<file path="src/hw/rtl/mrb_pkg.sv">
// ----------------------------------------------------------------------------
// mrb_pkg
// Shared types and constants for the multicast ring buffer: ring geometry,
// slot limits, frame length limit, operation and status codes, entry layout.
// ----------------------------------------------------------------------------
package mrb_pkg;

  // Ring geometry.
  localparam int ENTRY_COUNT = 16;
  localparam int ENTRY_IDX_W = $clog2(ENTRY_COUNT);
  localparam int FREE_W      = $clog2(ENTRY_COUNT + 1);
  localparam int PEND_W      = $clog2(ENTRY_COUNT + 1);

  // Reader slots.
  localparam int MAX_SLOTS   = 16;
  localparam int SLOT_W      = $clog2(MAX_SLOTS);
  localparam int COUNT_W     = $clog2(MAX_SLOTS + 1);
  localparam logic [COUNT_W-1:0] MIN_COUNT   = COUNT_W'(2);
  localparam logic [COUNT_W-1:0] COUNT_RESET = COUNT_W'(2);

  // Frame fields.
  localparam int HANDLE_W        = 32;
  localparam int LEN_IN_W        = 16;
  localparam int MAX_FRAME_BYTES = 2048;
  localparam int LEN_OUT_W       = 12;
  localparam int WRITER_W        = 5;
  localparam logic [WRITER_W-1:0] GATEWAY_CODE = WRITER_W'(16);

  // Delivery flags.
  localparam logic [1:0] FLAG_COMPONENTS = 2'b01;
  localparam logic [1:0] FLAG_GATEWAY    = 2'b10;

  // Operation codes.
  typedef enum logic {
    OP_WRITE = 1'b0,
    OP_READ  = 1'b1
  } op_t;

  // Status codes.
  typedef enum logic [1:0] {
    ST_OK      = 2'd0,
    ST_FULL    = 2'd1,
    ST_EMPTY   = 2'd2,
    ST_REFUSED = 2'd3
  } status_t;

  // One ring entry.
  typedef struct packed {
    logic [HANDLE_W-1:0]  handle;
    logic [LEN_OUT_W-1:0] length;
    logic [WRITER_W-1:0]  writer;
    logic [1:0]           flags;
    logic [COUNT_W-1:0]   reads_owed;
  } entry_t;

endpackage

</file>
<file path="src/hw/rtl/multicast_ring_buffer.sv">
// ----------------------------------------------------------------------------
// multicast_ring_buffer
// Broadcast ring of frame handles with a read pointer per reader slot.
// Each access passes the input register, then the result register. Throughput:
// one access per cycle; each access is a single read-modify-write of one entry
// and the slot counters.
// The receiver cannot stall: done is a one-cycle strobe that nothing holds off.
// Reset (synchronous): pointers and pending counts clear, the free count returns
// to 16, the reader count returns to 2, busy is set; entries are not cleared.
// ----------------------------------------------------------------------------
module multicast_ring_buffer
  import mrb_pkg::*;
(
  input  logic                  clk,
  input  logic                  rst,
  input  logic                  start,
  output logic                  busy,
  input  logic                  op,
  input  logic [SLOT_W-1:0]     slot_id,
  input  logic [HANDLE_W-1:0]   payload_handle,
  input  logic [LEN_IN_W-1:0]   length,
  output logic                  done,
  output logic [1:0]            status,
  output logic [HANDLE_W-1:0]   handle_out,
  output logic [LEN_OUT_W-1:0]  length_out,
  output logic [WRITER_W-1:0]   writer_out,
  output logic                  delivered,
  input  logic                  cfg_valid,
  output logic                  cfg_ready,
  input  logic [COUNT_W-1:0]    cfg_data
);

  // Input register.
  logic                 in_valid_q;
  op_t                  op_q;
  logic [SLOT_W-1:0]    slot_q;
  logic [HANDLE_W-1:0]  handle_q;
  logic [LEN_IN_W-1:0]  len_q;

  // Control state.
  logic [COUNT_W-1:0]     reader_count;
  logic [ENTRY_IDX_W-1:0] write_pointer;
  logic [FREE_W-1:0]      free_entries;
  logic [FREE_W-1:0]      free_entries_next;

  // Result next values.
  status_t              status_next;
  logic [HANDLE_W-1:0]  handle_next;
  logic [LEN_OUT_W-1:0] length_next;
  logic [WRITER_W-1:0]  writer_next;
  logic                 delivered_next;

  // Entry and slot control.
  logic                   count_ok;
  logic [COUNT_W-1:0]     count_eff;
  logic                   do_write;
  logic                   do_read;
  entry_t                 wr_entry;
  entry_t                 rd_entry;
  logic [ENTRY_IDX_W-1:0] rd_idx;
  logic                   pend_zero;
  logic [LEN_OUT_W-1:0]   clip_len;
  logic                   deliver;

  // The block accepts every cycle once out of reset.
  always_ff @(posedge clk) begin
    if (rst) begin
      busy <= 1'b1;
    end else begin
      busy <= 1'b0;
    end
  end

  assign cfg_ready = !busy && !in_valid_q;

  // Reader count register.
  always_ff @(posedge clk) begin
    if (rst) begin
      reader_count <= COUNT_RESET;
    end else if (cfg_valid && cfg_ready) begin
      reader_count <= cfg_data;
    end
  end

  // Effective count saturates into the supported slot range.
  always_comb begin
    count_eff = reader_count;
    if (reader_count < MIN_COUNT) begin
      count_eff = MIN_COUNT;
    end else if (reader_count > COUNT_W'(MAX_SLOTS)) begin
      count_eff = COUNT_W'(MAX_SLOTS);
    end
  end

  // Input register captures the accepted word.
  always_ff @(posedge clk) begin
    if (rst) begin
      in_valid_q <= 1'b0;
    end else begin
      in_valid_q <= start && !busy;
    end
  end

  always_ff @(posedge clk) begin
    if (start && !busy) begin
      op_q     <= op_t'(op);
      slot_q   <= slot_id;
      handle_q <= payload_handle;
      len_q    <= length;
    end
  end

  // Slot pointers and pending counts.
  mrb_slot_table u_slots (
    .clk       (clk),
    .rst       (rst),
    .count     (count_eff),
    .bump      (do_write),
    .adv       (do_read),
    .slot      (slot_q),
    .ptr       (rd_idx),
    .pend_zero (pend_zero)
  );

  // Ring entries.
  mrb_entry_store u_entries (
    .clk      (clk),
    .wr_en    (do_write),
    .wr_idx   (write_pointer),
    .wr_entry (wr_entry),
    .dec_en   (do_read),
    .rd_idx   (rd_idx),
    .rd_entry (rd_entry)
  );

  // Access decision and result formation.
  always_comb begin
    count_ok = ({1'b0, slot_q} < count_eff) && (len_q != '0);
    clip_len = (len_q > LEN_IN_W'(MAX_FRAME_BYTES)) ? LEN_OUT_W'(MAX_FRAME_BYTES)
                                                    : len_q[LEN_OUT_W-1:0];
    deliver  = rd_entry.flags[0] || ((slot_q == '0) && rd_entry.flags[1]);

    wr_entry.handle     = handle_q;
    wr_entry.length     = clip_len;
    wr_entry.writer     = (slot_q == '0) ? GATEWAY_CODE : WRITER_W'(slot_q);
    wr_entry.flags      = (slot_q == '0) ? FLAG_COMPONENTS
                                         : (FLAG_COMPONENTS | FLAG_GATEWAY);
    wr_entry.reads_owed = count_eff;

    do_write          = 1'b0;
    do_read           = 1'b0;
    free_entries_next = free_entries;
    status_next       = ST_REFUSED;
    handle_next       = '0;
    length_next       = '0;
    writer_next       = '0;
    delivered_next    = 1'b0;

    if (in_valid_q && count_ok) begin
      unique case (op_q)
        OP_WRITE: begin
          if (free_entries == '0) begin
            status_next = ST_FULL;
          end else begin
            do_write          = 1'b1;
            free_entries_next = free_entries - FREE_W'(1);
            status_next       = ST_OK;
            length_next       = clip_len;
          end
        end
        OP_READ: begin
          if (pend_zero) begin
            status_next = ST_EMPTY;
          end else begin
            do_read        = 1'b1;
            status_next    = ST_OK;
            writer_next    = rd_entry.writer;
            delivered_next = deliver;
            if (deliver) begin
              handle_next = rd_entry.handle;
              length_next = (LEN_IN_W'(rd_entry.length) <= len_q) ? rd_entry.length
                                                                   : len_q[LEN_OUT_W-1:0];
            end
            if ((rd_entry.reads_owed <= COUNT_W'(1)) &&
                (free_entries < FREE_W'(ENTRY_COUNT))) begin
              free_entries_next = free_entries + FREE_W'(1);
            end
          end
        end
        default: begin
          status_next = ST_REFUSED;
        end
      endcase
    end
  end

  // Ring control registers.
  always_ff @(posedge clk) begin
    if (rst) begin
      write_pointer <= '0;
      free_entries  <= FREE_W'(ENTRY_COUNT);
    end else begin
      free_entries <= free_entries_next;
      if (do_write) begin
        write_pointer <= write_pointer + ENTRY_IDX_W'(1);
      end
    end
  end

  // Result register: one strobe per accepted word.
  always_ff @(posedge clk) begin
    if (rst) begin
      done <= 1'b0;
    end else begin
      done <= in_valid_q;
    end
  end

  always_ff @(posedge clk) begin
    if (in_valid_q) begin
      status     <= status_next;
      handle_out <= handle_next;
      length_out <= length_next;
      writer_out <= writer_next;
      delivered  <= delivered_next;
    end
  end

  // Every accepted word yields its result through the input and result registers.
  a_result_follows: assert property (@(posedge clk) disable iff (rst)
    (start && !busy) |-> ##2 done)
    else $error("accepted word produced no result");

  // A successful write consumes exactly one free entry.
  a_write_takes_entry: assert property (@(posedge clk) disable iff (rst)
    (do_write) |=> (free_entries == FREE_W'($past(free_entries) - FREE_W'(1))))
    else $error("free entry count not decremented on write");

  // A refused, full or empty access reports no frame.
  a_reject_clean: assert property (@(posedge clk) disable iff (rst)
    (done && (status != ST_OK)) |-> ((handle_out == '0) && !delivered &&
                                     (length_out == '0) && (writer_out == '0)))
    else $error("rejected access reported frame data");

  // The free count never exceeds the ring size.
  a_free_bound: assert property (@(posedge clk) disable iff (rst)
    free_entries <= FREE_W'(ENTRY_COUNT))
    else $error("free entry count out of range");

endmodule

</file>
<file path="src/hw/rtl/mrb_entry_store.sv">
// ----------------------------------------------------------------------------
// mrb_entry_store
// Register file holding the ring entries: one full-entry write port, one
// read port at the reader's index, and a readers-left decrement at that index.
// ----------------------------------------------------------------------------
module mrb_entry_store
  import mrb_pkg::*;
(
  input  logic                   clk,
  input  logic                   wr_en,
  input  logic [ENTRY_IDX_W-1:0] wr_idx,
  input  entry_t                 wr_entry,
  input  logic                   dec_en,
  input  logic [ENTRY_IDX_W-1:0] rd_idx,
  output entry_t                 rd_entry
);

  entry_t entries [ENTRY_COUNT];

  // Entry contents are payload and carry no reset.
  always_ff @(posedge clk) begin
    if (wr_en) begin
      entries[wr_idx] <= wr_entry;
    end else if (dec_en && (entries[rd_idx].reads_owed != '0)) begin
      entries[rd_idx].reads_owed <= entries[rd_idx].reads_owed - COUNT_W'(1);
    end
  end

  // Read port selects the entry at the reader's pointer.
  assign rd_entry = entries[rd_idx];

endmodule

</file>
<file path="src/hw/rtl/mrb_slot_table.sv">
// ----------------------------------------------------------------------------
// mrb_slot_table
// Per-slot read pointers and pending-frame counts. A write bumps every
// registered slot; a read advances and decrements the reading slot.
// ----------------------------------------------------------------------------
module mrb_slot_table
  import mrb_pkg::*;
(
  input  logic                   clk,
  input  logic                   rst,
  input  logic [COUNT_W-1:0]     count,
  input  logic                   bump,
  input  logic                   adv,
  input  logic [SLOT_W-1:0]      slot,
  output logic [ENTRY_IDX_W-1:0] ptr,
  output logic                   pend_zero
);

  logic [ENTRY_IDX_W-1:0] rd_ptr  [MAX_SLOTS];
  logic [PEND_W-1:0]      pending [MAX_SLOTS];

  // Each slot updates on its own; the pending count saturates at the ring size.
  always_ff @(posedge clk) begin
    if (rst) begin
      for (int i = 0; i < MAX_SLOTS; i++) begin
        rd_ptr[i]  <= '0;
        pending[i] <= '0;
      end
    end else begin
      for (int i = 0; i < MAX_SLOTS; i++) begin
        if (bump && (COUNT_W'(i) < count) && (pending[i] < PEND_W'(ENTRY_COUNT))) begin
          pending[i] <= pending[i] + PEND_W'(1);
        end else if (adv && (slot == SLOT_W'(i))) begin
          pending[i] <= pending[i] - PEND_W'(1);
          rd_ptr[i]  <= rd_ptr[i] + ENTRY_IDX_W'(1);
        end
      end
    end
  end

  assign ptr       = rd_ptr[slot];
  assign pend_zero = (pending[slot] == '0);

endmodule
</file>
<file path="config.mk">
export PLATFORM = sky130hd
export DESIGN_NAME = multicast_ring_buffer
export DESIGN_NICKNAME = d
export VERILOG_FILES = /design/src/hw/rtl/mrb_pkg.sv /design/src/hw/rtl/multicast_ring_buffer.sv /design/src/hw/rtl/mrb_entry_store.sv /design/src/hw/rtl/mrb_slot_table.sv
export SDC_FILE = /design/constraint.sdc
export NUM_CORES = 2
export LEC_CHECK = 0
export ABC_AREA = 0
export BUFFER_PORTS_ARGS = -buffer_cell sky130_fd_sc_hd__buf_2
export CAP_MARGIN = 10
export CORE_MARGIN = 4
export CORE_UTILIZATION = 60
export DETAILED_ROUTE_END_ITERATION = 7
export PLACE_DENSITY = 0.77
export SYNTH_ARGS = -nofsm -noshare
export SYNTH_HDL_FRONTEND = slang
export SYNTH_SLANG_ARGS = --single-unit
</file>
<file path="constraint.sdc">
create_clock -name clk -period 9.9 [get_ports clk]
set_clock_uncertainty 0.05 [all_clocks]
set_input_delay 0 -clock clk [delete_from_list [all_inputs] [get_ports clk]]
set_output_delay 0 -clock clk [all_outputs]
set_load 0.01 [all_outputs]
</file>
==> qor.csv <==
metric,value,unit
grt_usage,27.8,%
syn_nets,3990,
dr_total_vias,32600,
syn_to_final_growth,13.2,%
finalSetupViolCount,0,
synth_top_area_share,69.0,%
worstSetupEndpointType,flip-flop,
yosysUniqueCellTypes,75,
num_antenna_cells,0,
postRouteAntennaNets,0,
clk_latency,0.70,ns
hp-class,primary input to flip-flop,
synth_common_cells,"1145 x edfxtp_1, 853 x nand2_1, 241 x nand3_1, 209 x nor2_1, 146 x a311oi_1",
synth-simple-area-share,14.5,%
min_period,7.38,ns
first_pass_iters,7,
yosysMostFrequentCell,edfxtp_1,
start_util,60.6,%
die_height,296,um
drt_iter0_markers,3965,
final_nets,4165,
tightest_slew,1.23,ns
finalCritPeriodShare,74.6,%
ys_top_cells_by_area,"edfxtp_1 69%, nand2_1 6.4%, a311oi_1 2.6%, nand3_1 2.4%, ha_1 2.1%",
cp.arrival,7.87,ns
antenna_found_initial,0,
cts_buffers,114,
io_buffers,116,
cts-root-buf,clkbuf_16,
status,completed,
slew_headroom,17.1,%
final.fill_count,5386,
holdWs,0.0779,ns
wirelength,123,mm
p_per_area,198,mW/mm2
ir_drop,0.163,mV
cts.sinks,1166,
synth_fa_ha_area_share,2.78,%
finalPower,11200,uW
cap_viol_max_count,0,
dp_slack,2.75,ns
synth.cell_area,0.0499,mm2
synth_seq_cells,1166,
synth-async-reset-ratio,0,%
ys.flop_type,edfxtp_1,
ioPinCount,117,
avgSynthCellArea,13.0,um2
max_freq,135,MHz
synthCells,3827,
htreeDepth,3,
coreArea,0.0822,mm2
synth_largest_area_cell,edfxtp_1,
drcViolationCount,0,
overflow,0,
fin_setup_tns,0,ns
synth_compound_area_share,7.38,%
grt_pass1_wl,186,mm
cp_max_fo,94,
grt_max_degree,170,
ys_seq_area_share,69.8,%
finalMaxSlewViolations,0,
required,10.39,ns
routedWlPerCell,23.8,um
dp_hpwl,64.7,mm
synth_warnings,0,
seq_area,0.0348,mm2
p_leak,0.0204,uW
detail_route.vias_per_cell,6.30,
cp-start-kind,flip-flop,
finalHoldViolCount,0,
synth_xor_area_share,1.58,%
die_area,0.0878,mm2
path_class,flip-flop to flip-flop,
rsz0062_at_grt,false,
synth_top_family_by_area,simple AND/OR/NAND/NOR gates,
post_route_cells_drive_above_1_share,10.1,%
cts.reportedPaths.clkPinSlew,0.06,ns
rows,105,
multiInputGateArea,0.0140,mm2
cts_max_path_buffers,3,
fin_ws,2.52,ns
muxShareOfSynthArea,1.53,%
gp_congestion,0.937,
cts_tree,done,
synth-edff-count,1145,
fp.dieW,296,um
grt_pass1_vias,31800,
-- worst max-delay path, cell delays in order, from the launching register on --
cell and delay, ns:
dfxtp_1 0.60, buf_4 0.43, mux4_2 0.56, o211ai_1 0.76, nand2_4 0.75, buf_4 0.66, and3_1 0.32, a311oi_1 0.30
a311oi_1 0.10, a21oi_1 0.28, ha_1 0.30, o21a_1 0.12, o21a_1 0.17, o21a_1 0.17, o21ai_0 0.14, a21oi_1 0.09
o221ai_1 0.17, a211o_1 0.19, nor2b_1 0.70, a22o_1 0.27
-- sequential cells by signal (all words and copies together) (netlist names), named ones only --
| signal | cells |
|---|---|
| write_pointer | 4 |
| in_valid_q | 1 |
| slot_q | 4 |
| status | 2 |
| op_q | 1 |
| busy | 1 |
| u_slots.pending | 80 |
| delivered | 1 |
| done | 1 |
| handle_out | 32 |
| handle_q | 32 |
| u_slots.rd_ptr | 64 |
| u_entries.entries | 896 |
| free_entries | 5 |
| length_out | 12 |
| reader_count | 5 |
| len_q | 16 |
| writer_out | 5 |
-- final timing paths --
kind,startpoint,slack [ns],to,depth (start not counted)
worst max-delay path,flip-flop,2.52,length_out[1]$_SDFFCE_PP0P_,19
worst min-delay path,slot_id[0],0.08,flip-flop,3
worst max register to register,flip-flop,2.52,length_out[1]$_SDFFCE_PP0P_,19
worst min register to register,free_entries[1]$_SDFFE_PP0P_,0.51,free_entries[1]$_SDFFE_PP0P_,2
-- logic make-up after synthesis --
kind of cell,after synthesis
buf+inv,298
fa+ha+maj,101
compound gates,494
xor+xnor,90
mux,56
flops,1166
simple gates,1622
-- layout make-up --
class,count,area share [%]
clock buffer,135,5.32
clock inverter,75,1.45
inverter,65,0.432
multi-input combinational,2363,24.8
sequential,1166,61.7
tap,1070,2.37
timing repair buffer,292,3.97
-- per-layer routing --
layer  up-vias  GRT usage [%]  wire length, um
li1      14500              -                -
met1     16000           38.6            47900
met2      1759           45.3            59400
met3       286           4.26            11500
met4         0           9.86             3910
met5         -              0                0
-- through the flow --
| step | util (%) | instance area, um2 | cells |
|---|---|---|---|
| floorplan | - | 49900 | 3827 |
| finish | 68.6 | 56500 | 5166 |
| CTS | 68.6 | 56400 | 5165 |
| global route | 68.6 | 56500 | 5166 |
| detailed placement | 62.5 | 51400 | 4835 |
| global placement | 62.5 | 51400 | 4835 |
-- power by group --
group          switching (uW)  leakage (uW)  internal [uW]
registers                52.8        0.0107           5460
logic                     830       0.00791            422
clock network            1860       0.00185           2540
total                    2750        0.0204           8420
-- what timing repair did --
action	4_1_cts	5_1_grt
hold buffers	120	0
hold endpoints to repair	86	0
gates resized for setup	0	0
setup buffers	0	0
-- placed cells by master, fill, tap and decap left out, types with 16 or more instances in the layout --
master / instances
edfxtp_1: 1145
nand2_1: 852
nand3_1: 241
nor2_1: 197
a311oi_1: 146
and3_1: 125
dlygate4sd3_1: 120
clkbuf_16: 115
buf_2: 115
ha_1: 85
a21oi_1: 69
inv_1: 63
a31oi_1: 60
a21o_1: 54
buf_4: 54
xor2_1: 51
a211oi_1: 48
and2_1: 45
xnor2_1: 39
mux2i_1: 30
nand2b_1: 29
nor2b_1: 28
clkinv_1: 26
o21ai_0: 26
nor3_1: 21
dfxtp_1: 20
clkinv_2: 17
nor4_1: 16
fa_1: 16
Note: power is estimated with default switching activity, not from simulation.
